**config.mk**
```make
export PLATFORM = sky130hd
export DESIGN_NAME = utf8_glyph_map_builder
export DESIGN_NICKNAME = d
export VERILOG_FILES = /design/src/rtl/u8gm_pkg.sv /design/src/rtl/u8gm_front.sv /design/src/rtl/u8gm_queue.sv /design/src/rtl/u8gm_back.sv /design/src/rtl/utf8_glyph_map_builder.sv
export SDC_FILE = /design/constraint.sdc
export NUM_CORES = 1
export LEC_CHECK = 0
export BUFFER_PORTS_ARGS = -buffer_cell sky130_fd_sc_hd__buf_2
export CAP_MARGIN = 15
export CORE_MARGIN = 8
export CORE_UTILIZATION = 55
export DETAILED_ROUTE_END_ITERATION = 6
export GPL_ROUTABILITY_DRIVEN = 1
export PLACE_DENSITY_LB_ADDON = 0.15
export SLEW_MARGIN = 20
export SYNTH_ARGS = -nofsm -noshare
export SYNTH_HDL_FRONTEND = slang
export SYNTH_SLANG_ARGS = --single-unit
```
**constraint.sdc**
```tcl
create_clock -name i_clk -period 4.48 [get_ports i_clk]
set_clock_uncertainty 0.1 [all_clocks]
set_input_delay 0.448 -clock i_clk [delete_from_list [all_inputs] [get_ports i_clk]]
set_output_delay 0.448 -clock i_clk [all_outputs]
set_load 0.02 [all_outputs]
```
**src/rtl/u8gm_pkg.sv**
```systemverilog
// Shared types and constants for the UTF-8 glyph map builder.
package u8gm_pkg;

    // Default depth of the queue between front and back
    localparam int QUEUE_DEPTH_DEF = 4;

    localparam logic [7:0] GLYPH_SEP   = 8'hFF;
    localparam logic [7:0] LEAD2_MASK  = 8'h1F;
    localparam logic [7:0] LEAD3_MASK  = 8'h0F;
    localparam logic [7:0] LEAD4_MASK  = 8'h07;
    localparam logic [7:0] CONT_MASK   = 8'h3F;

    // Byte class as seen by the front, before the pending count is known
    typedef enum logic [2:0] {
        OP_GLYPH,
        OP_CHAR1,
        OP_LEAD2,
        OP_LEAD3,
        OP_LEAD4,
        OP_BADLEAD
    } t_byte_op;

    // One queued beat
    typedef struct packed {
        t_byte_op    op;
        logic [7:0]  lead_bits;
        logic [5:0]  cont_bits;
        logic        last;
    } t_queue_entry;

    localparam int QUEUE_WIDTH = $bits(t_queue_entry);

endpackage

```
**src/rtl/u8gm_front.sv**
```systemverilog
// Front: classifies each table byte by its lead-byte pattern.
module u8gm_front
    import u8gm_pkg::*;
(
    input  logic [7:0]   i_table_byte,
    input  logic         i_last_byte,
    output t_queue_entry o_entry
);

    // Lead pattern decode; bit 6 is examined only in the separator match
    always_comb begin
        o_entry.last      = i_last_byte;
        o_entry.cont_bits = i_table_byte[5:0] & CONT_MASK[5:0];
        o_entry.lead_bits = i_table_byte;
        if (i_table_byte == GLYPH_SEP) begin
            o_entry.op = OP_GLYPH;
        end else if (!i_table_byte[7]) begin
            o_entry.op = OP_CHAR1;
        end else if (!i_table_byte[5]) begin
            o_entry.op        = OP_LEAD2;
            o_entry.lead_bits = i_table_byte & LEAD2_MASK;
        end else if (!i_table_byte[4]) begin
            o_entry.op        = OP_LEAD3;
            o_entry.lead_bits = i_table_byte & LEAD3_MASK;
        end else if (!i_table_byte[3]) begin
            o_entry.op        = OP_LEAD4;
            o_entry.lead_bits = i_table_byte & LEAD4_MASK;
        end else begin
            o_entry.op = OP_BADLEAD;
        end
    end

endmodule

```
**src/rtl/u8gm_queue.sv**
```systemverilog
// Small FIFO between front and back.
module u8gm_queue
    import u8gm_pkg::*;
#(
    parameter int DEPTH = QUEUE_DEPTH_DEF,
    parameter int WIDTH = QUEUE_WIDTH
) (
    input  logic             i_clk,
    input  logic             i_rst_n,
    input  logic             i_push,
    input  logic [WIDTH-1:0] i_data,
    output logic             o_full,
    input  logic             i_pop,
    output logic             o_not_empty,
    output logic [WIDTH-1:0] o_data
);

    localparam int PW = (DEPTH > 1) ? $clog2(DEPTH) : 1;
    localparam int CW = $clog2(DEPTH + 1);
    localparam logic [PW-1:0] LAST_PTR = PW'(DEPTH - 1);
    localparam logic [CW-1:0] FULL_CNT = CW'(DEPTH);

    logic [WIDTH-1:0] r_mem [DEPTH];
    logic [PW-1:0]    r_wr_ptr;
    logic [PW-1:0]    r_rd_ptr;
    logic [CW-1:0]    r_count;

    assign o_full      = (r_count == FULL_CNT);
    assign o_not_empty = (r_count != '0);
    assign o_data      = r_mem[r_rd_ptr];

    // Storage
    always_ff @(posedge i_clk) begin
        if (i_push) begin
            r_mem[r_wr_ptr] <= i_data;
        end
    end

    // Pointers and fill count
    always_ff @(posedge i_clk) begin
        if (!i_rst_n) begin
            r_wr_ptr <= '0;
            r_rd_ptr <= '0;
            r_count  <= '0;
        end else begin
            if (i_push) begin
                r_wr_ptr <= (r_wr_ptr == LAST_PTR) ? '0 : r_wr_ptr + 1'b1;
            end
            if (i_pop) begin
                r_rd_ptr <= (r_rd_ptr == LAST_PTR) ? '0 : r_rd_ptr + 1'b1;
            end
            if (i_push && !i_pop) begin
                r_count <= r_count + 1'b1;
            end else if (!i_push && i_pop) begin
                r_count <= r_count - 1'b1;
            end
        end
    end

endmodule

```
**src/rtl/u8gm_back.sv**
```systemverilog
// Back: UTF-8 sequence state, glyph counter and output register.
module u8gm_back
    import u8gm_pkg::*;
(
    input  logic         i_clk,
    input  logic         i_rst_n,
    input  logic         i_head_valid,
    input  t_queue_entry i_head,
    output logic         o_pop,
    output logic         o_valid,
    input  logic         i_stall,
    output logic [15:0]  o_code_point,
    output logic [15:0]  o_glyph_index
);

    logic [15:0] r_glyph_count;
    logic [1:0]  r_bytes_pending;
    logic [15:0] r_partial_code;
    logic        r_out_valid;
    logic [15:0] r_code;
    logic [15:0] r_glyph;

    logic [15:0] n_glyph_count;
    logic [1:0]  n_bytes_pending;
    logic [15:0] n_partial_code;
    logic        n_out_valid;
    logic [15:0] n_code;
    logic        emit;
    logic [15:0] shifted;

    // Take a beat whenever the output slot is free or draining
    assign o_pop = i_head_valid && (!r_out_valid || !i_stall);
    assign shifted = {r_partial_code[9:0], i_head.cont_bits};

    // Decode step
    always_comb begin
        n_glyph_count   = r_glyph_count;
        n_bytes_pending = r_bytes_pending;
        n_partial_code  = r_partial_code;
        n_code          = '0;
        emit            = 1'b0;
        if (r_bytes_pending != 2'd0) begin
            n_partial_code  = shifted;
            n_bytes_pending = r_bytes_pending - 2'd1;
            if (r_bytes_pending == 2'd1) begin
                emit   = 1'b1;
                n_code = shifted;
            end
        end else begin
            case (i_head.op)
                OP_GLYPH: begin
                    n_glyph_count = r_glyph_count + 16'd1;
                end
                OP_CHAR1: begin
                    emit   = 1'b1;
                    n_code = {8'd0, i_head.lead_bits};
                end
                OP_LEAD2: begin
                    n_partial_code  = {8'd0, i_head.lead_bits};
                    n_bytes_pending = 2'd1;
                end
                OP_LEAD3: begin
                    n_partial_code  = {8'd0, i_head.lead_bits};
                    n_bytes_pending = 2'd2;
                end
                OP_LEAD4: begin
                    n_partial_code  = {8'd0, i_head.lead_bits};
                    n_bytes_pending = 2'd3;
                end
                default: begin
                    emit   = 1'b1;
                    n_code = '0;
                end
            endcase
        end
    end

    // Output slot next state
    always_comb begin
        n_out_valid = r_out_valid && i_stall;
        if (o_pop) begin
            n_out_valid = emit;
        end
    end

    // Control state
    always_ff @(posedge i_clk) begin
        if (!i_rst_n) begin
            r_glyph_count   <= '0;
            r_bytes_pending <= '0;
            r_partial_code  <= '0;
            r_out_valid     <= 1'b0;
        end else begin
            r_out_valid <= n_out_valid;
            if (o_pop) begin
                if (i_head.last) begin
                    r_glyph_count   <= '0;
                    r_bytes_pending <= '0;
                    r_partial_code  <= '0;
                end else begin
                    r_glyph_count   <= n_glyph_count;
                    r_bytes_pending <= n_bytes_pending;
                    r_partial_code  <= n_partial_code;
                end
            end
        end
    end

    // Result payload, glyph taken before the last-byte clear
    always_ff @(posedge i_clk) begin
        if (o_pop && emit) begin
            r_code  <= n_code;
            r_glyph <= r_glyph_count;
        end
    end

    assign o_valid       = r_out_valid;
    assign o_code_point  = r_code;
    assign o_glyph_index = r_glyph;

endmodule

```
**src/rtl/utf8_glyph_map_builder.sv**
```systemverilog
// A result beat passes through the queue and then the back's output register before it goes valid.
// Throughput: one table byte per cycle while the queue is not full; the back part takes one
// queued byte each cycle while its output register is free or being drained.
// Input stall rises only when the QUEUE_DEPTH-entry queue is full.
// Reset (i_rst_n low, synchronous) clears the glyph counter, sequence state,
// queue and output valid; no clearing pass is needed.
module utf8_glyph_map_builder
    import u8gm_pkg::*;
#(
    parameter int QUEUE_DEPTH = QUEUE_DEPTH_DEF
) (
    input  logic        i_clk,
    input  logic        i_rst_n,
    input  logic        i_valid,
    output logic        o_stall,
    input  logic [7:0]  i_table_byte,
    input  logic        i_last_byte,
    output logic        o_valid,
    input  logic        i_stall,
    output logic [15:0] o_code_point,
    output logic [15:0] o_glyph_index
);

    t_queue_entry front_entry;
    t_queue_entry head_entry;
    logic [QUEUE_WIDTH-1:0] head_bits;
    logic q_full;
    logic q_not_empty;
    logic push;
    logic pop;

    assign o_stall    = q_full;
    assign push       = i_valid && !q_full;
    assign head_entry = t_queue_entry'(head_bits);

    u8gm_front u_front (
        .i_table_byte (i_table_byte),
        .i_last_byte  (i_last_byte),
        .o_entry      (front_entry)
    );

    u8gm_queue #(
        .DEPTH (QUEUE_DEPTH),
        .WIDTH (QUEUE_WIDTH)
    ) u_queue (
        .i_clk       (i_clk),
        .i_rst_n     (i_rst_n),
        .i_push      (push),
        .i_data      (front_entry),
        .o_full      (q_full),
        .i_pop       (pop),
        .o_not_empty (q_not_empty),
        .o_data      (head_bits)
    );

    u8gm_back u_back (
        .i_clk         (i_clk),
        .i_rst_n       (i_rst_n),
        .i_head_valid  (q_not_empty),
        .i_head        (head_entry),
        .o_pop         (pop),
        .o_valid       (o_valid),
        .i_stall       (i_stall),
        .o_code_point  (o_code_point),
        .o_glyph_index (o_glyph_index)
    );

endmodule

```
Yosys cells after proc, flatten, opt, wreduce, memory -nomap -nowiden
Memory sizes are Yosys's and may differ from the RTL's. A register that Yosys moved wholly into a read port is not among the register bits.
Cells that the tools add are included.
{"block": "op_classes", "n_addsub": 6, "eq_ne": 10, "mux": 32, "n_reduce_logical": 24}
{"operator": "$mux W16", "count": 5}
{"operator": "$mux W8", "count": 4}
{"operator": "$mux W10", "count": 3}
{"operator": "$mux W11", "count": 2}
{"operator": "$add A16 B1 Y16 const B", "count": 1}
{"operator": "$mux W2", "count": 6}
{"operator": "$mux W3", "count": 4}
{"operator": "$eq A8 B8 Y1 const B", "count": 1}
{"operator": "$mux W1", "count": 7}
{"operator": "$eq A3 B2 Y1 const B", "count": 2}
{"operator": "$eq A3 B3 Y1 const B", "count": 2}
{"operator": "$logic_and A1 B1 Y1", "count": 6}
{"operator": "$pmux W2 S3", "count": 1}
{"operator": "$reduce_bool A2 Y1", "count": 3}
{"operator": "$reduce_bool A3 Y1", "count": 2}
{"operator": "$logic_not A1 Y1", "count": 5}
{"operator": "$reduce_bool A5 Y1", "count": 1}
{"operator": "$add A2 B1 Y2 const B", "count": 2}
{"operator": "$eq A2 B2 Y1 const B", "count": 2}
{"operator": "$reduce_and A2 Y1", "count": 2}
{"operator": "$reduce_or A4 Y1", "count": 1}
{"operator": "$add A3 B1 Y3 const B", "count": 1}
{"operator": "$eq A3 B1 Y1 const B", "count": 1}
{"operator": "$logic_not A3 Y1", "count": 1}
{"operator": "7 further kinds", "count": 7}
{"block": "word_totals", "reg_bits": 68, "mem_bits_rw": 72, "in_bits": 13, "output_inout_bits": 34, "elab_cells": 82, "memories": 1}
{"name": "u_queue.r_mem", "words": 4, "width": 18, "rd": 1, "rd_ports_with_merged_regs": 1, "wr": 1, "line": "u8gm_queue.sv:23", "source": "logic [WIDTH-1:0] r_mem [DEPTH];"}

Longest topological paths before layout
{"block": "depth", "depth_word": 7, "mapped_depth": 10, "depth_no_buf": 9}

Cells and area by module
Synthesis repeated with hierarchy kept, for this count alone.
{"block": "unflattened", "hier_cells": 379, "area_unflattened_um2": 5871.9}
{"module": "u8gm_queue", "instances": 1, "cells_per_inst": 138, "area_per_inst_um2": 3098.0, "seq_area_each_um2": 2342.2}
{"module": "u8gm_back", "instances": 1, "cells_per_inst": 214, "area_per_inst_um2": 2596.2, "seq_area_each_um2": 1541.5}
{"module": "u8gm_front", "instances": 1, "cells_per_inst": 26, "area_per_inst_um2": 163.9, "seq_area_each_um2": 0.0}
{"module": "utf8_glyph_map_builder", "instances": 1, "cells_per_inst": 1, "area_per_inst_um2": 13.8, "seq_area_each_um2": 0.0}

Least setup slack after synthesis
OpenSTA, ideal clock, no wires.
{"block": "synth_path", "path_kind": "flip-flop to flip-flop", "from": "register (tool-made name)", "to": "register u_back.r_code[0], in the netlist u_back.o_code_point[0], enable pin", "setup_time_ns": 0.463, "arrival_ns": 3.552, "t_required_ns": 3.917, "slack_ns": 0.365, "path_stages_with_launch": 6, "n_path_buf": 1, "period_less_slack_ns": 4.115, "path_cell_list": "dfxtp_1 > buf_2 > mux4_2 > nand2b_1 > a21oi_1 > nor3_1"}
{"element": "end signal, assigned", "line": "u8gm_back.sv:112", "source": "r_code <= n_code;"}
{"element": "end, declared", "line": "u8gm_back.sv:20", "source": "logic [15:0] r_code;"}

==> flow_summary_export.csv <==
group,metric,value,unit
run_status,outcome,"finished clean",
detailed_routing,routedWlPerCell,18.3,um
critical_path,cpPeakStageDelay,0.74,ns
critical_path,crit_slowest_cell,"nor4_4",
yosys,yosys_most_used_dff,"edfxtp_1",
die,fp.dieW,112,um
yosys,async_flop_share,0,%
yosys,synthMuxAreaShare,7.84,%
timing,finalCriticalPeriod,3.08,ns
cells_and_area,area_growth_syn_to_layout,19.2,%
yosys,yosys_warnings,0,
yosys,synth_cell_type_count,49,
die,initial_core_util,55.8,%
detailed_routing,viasPerCell,5.72,
yosys,synth_xor_area_share,2.08,%
global_routing,grt_overflow,0,
yosys,synth_edf_count,88,
timing,worst_slew_pin_slew,0.785,ns
detailed_routing,drtIter0Drc,135,
cells_and_area,fillers,636,
run,drv_cap,0,
clocking,cts_hold_repair.buffers,0,
placement,hpwl,6.35,mm
timing,max_slew_margin,47.4,%
critical_path,cp_data_arrival_time,3.39,ns
critical_path,crit_type,"flop to flop",
power_and_ir_drop,total_power,4.39,mW
timing,setup_tns,0,ns
yosys,synth-simple-area-share,12.0,%
yosys,synth_fp_nets,378,
global_routing,grt_usage,16.7,%
clocking,cts_resized,0,
clocking,cts.sinks,126,
yosys,synth_compound_area_share,6.78,%
clocking,post_cts_buffers,0,
yosys,synth-seq-cells,126,
critical_path,critPathCaptureType,"flop",
die,die_h,112,um
placement,placed_area,0.00539,sq mm
timing,post-route-period-util,68.7,%
global_routing,grt_pass1_vias,3174,
detailed_routing,firstDrtPassIters,4,
detailed_routing,wl,9.78,mm
clocking,numCtsBuffers,17,
critical_path,cp_top_family,"multiplexers",
power_and_ir_drop,ir_worst_vdd,331,uV
placement,placed_cells,503,
global_routing,grt_pass1_wl,16.3,mm
timing,rsz0062_at_grt,"no",
timing,final-setup-viol-count,0,
cells_and_area,drive_gt1_share,23.6,%
yosys,netlist.area_leader.share,52.2,%
die,die_area,0.0125,sq mm
yosys,ys_seq_area_share,67.3,%
placement,io_buffers,46,
power_and_ir_drop,p_per_area,729,mW/mm^2
detailed_routing,drc,0,
cells_and_area,layout.nets,432,
yosys,syn_inst,357,
die,core,0.00906,sq mm
critical_path,path_buf_inv,0,
clocking,clk_latency,0.52,ns
yosys,synthTopCellsByArea,"edfxtp_1 52%, dfxtp_1 15%, mux4_2 6.2%",
die,rows,35,
power_and_ir_drop,p_leak,2.22,nW
clocking,cts_tree,"done",
yosys,yosys.area_share.adder,2.13,%
die,ios,47,
clocking,htreeDepth,4,
timing,finalMaxSlewViolations,0,
timing,hold_viol_final,0,
global_routing,antenna_found_initial,0,
cells_and_area,finalNonFillerCells,535,
clocking,cts-root-buf,"clkbuf_8",
yosys,synth_top_family_by_area,"simple AND/OR/NAND/NOR gates",
min_path,hp-start,"i_table_byte[1]",
cells_and_area,fin_util,66.5,%
yosys,avgSynthCellArea,14.2,sq um
min_path,hold_path.class,"input pin to flop",
detailed_routing,via_count,3060,
timing,fmax,325,MHz
yosys,yosysTopAreaCell,"edfxtp_1",
critical_path,crit_chain,"mux4_2 > nor4_4 > o21ai_1 > nor4_1 > mux2_2",
critical_path,cp_data_required_time,4.79,ns
yosys,netlist_area,0.00506,sq mm
critical_path,cp_max_fo,13,
detailed_routing,ant_nets,0,
clocking,clk_pin_slew_worst_paths,0.06,ns
global_routing,grt_max_degree,25,
placement,gp_congestion,0.819,
cells_and_area,diodes,0,
critical_path,cp-start-kind,"flop",
clocking,clockBufferDepth,2,
cells_and_area,design_area,0.00603,sq mm
-- metrics by stage --
| step | hold WS [ns] | setup WS [ns] |
|---|---|---|
| after global placement | 0.351 | 1.47 |
| after detailed placement | 0.350 | 1.36 |
| after floorplan | 0.331 | 0.365 |
| after CTS | 0.0468 | 1.33 |
| after global routing | 0.0662 | 1.10 |
| final | 0.0638 | 1.40 |
-- Yosys cell counts, types with 3 or more instances --
library cell	number
a21boi_0	3
a21oi_1	8
a22oi_1	4
and2_1	15
buf_2	3
clkbuf_1	8
dfxtp_1	38
edfxtp_1	88
ha_1	7
inv_1	9
mux2i_1	7
mux4_2	14
nand2_1	21
nand2b_1	4
nand3_1	16
nand4_1	3
nor2_1	31
nor2b_1	6
nor3_1	5
o2111ai_1	4
o211ai_1	6
o21ai_0	4
o22ai_1	3
o31ai_1	7
or3_1	3
xor2_1	11
-- cell type report --
type | instances | area, sq um | area share (%)
Tap cell | 111 | 139 | 2.30
Clock inverter | 10 | 158 | 2.61
Multi-Input combinational cell | 208 | 1560 | 25.9
Sequential cell | 126 | 3400 | 56.4
Inverter | 10 | 37.5 | 0.622
Clock buffer | 22 | 485 | 8.05
Timing Repair Buffer | 48 | 245 | 4.07
-- path summary, 6_finish.rpt --
path,end,slack [ns],depth (start not counted)
setup / recovery,u_back.r_glyph_count[15]$_SDFFE_PN0P_,1.40,5
setup reg to reg,u_back.r_glyph_count[15]$_SDFFE_PN0P_,1.40,5
hold / removal,u_queue.r_mem[3][8]$_DFFE_PP_,0.06,1
hold reg to reg,u_back.r_partial_code[9]$_SDFFE_PN0P_,0.36,2
-- layer usage --
metal / GRT usage, % / routed length [um] / up-vias
li1: - / - / 1453
met5: 0 / 0 / -
met1: 19.5 / 4120 / 1513
met2: 28.2 / 4970 / 76
met3: 4.60 / 496 / 18
met4: 7.47 / 190 / 0
-- worst reg2reg max path: cells and delay by family, from the launching register on --
| family | cells | cell delay, ns |
|---|---|---|
| flip-flops | 1 | 0.62 |
| AO/OA/AOI/OAI | 1 | 0.25 |
| AND/OR/NAND/NOR | 2 | 0.98 |
| multiplexers | 2 | 1.02 |
-- kinds of logic after synthesis --
kind of cell | after synthesis
AND/OR/NAND/NOR | 117
flip-flops | 126
buffers and inverters | 23
multiplexers | 22
XOR/XNOR | 12
AO/OA/AOI/OAI | 49
adder cells (fa/ha/maj) | 8
-- power breakdown --
| part | internal, mW | leakage, nW | switching (mW) | total (mW) |
|---|---|---|---|---|
| registers | 1.57 | 1.14 | 0.132 | 1.71 |
| clock network | 0.982 | 0.307 | 0.494 | 1.48 |
| logic | 0.412 | 0.780 | 0.801 | 1.21 |
| total | 2.97 | 2.22 | 1.43 | 4.39 |
-- cells in the final DEF, fill, tap and decap left out, types with 6 or more instances in the layout --
cell,n
edfxtp_1,88
buf_2,46
dfxtp_1,38
nor2_1,31
nand2_1,21
clkbuf_16,18
nand3_1,16
and2_1,15
mux4_2,14
xor2_1,11
inv_1,9
a21oi_1,8
mux2i_1,7
o31ai_1,7
ha_1,7
nor2b_1,6
o211ai_1,6
-- registers in the layout, summed over array words and instances, names as in the netlist, named ones only --
signal	cells
u_queue.r_rd_ptr	2
u_back.r_glyph_count	16
u_queue.r_mem	56
u_queue.r_wr_ptr	2
u_back.o_glyph_index	16
u_back.r_bytes_pending	2
u_back.o_valid	1
u_queue.r_count	3
u_back.r_partial_code	10
u_back.o_code_point	16
No activity file was read; power rests on OpenSTA's default activity.
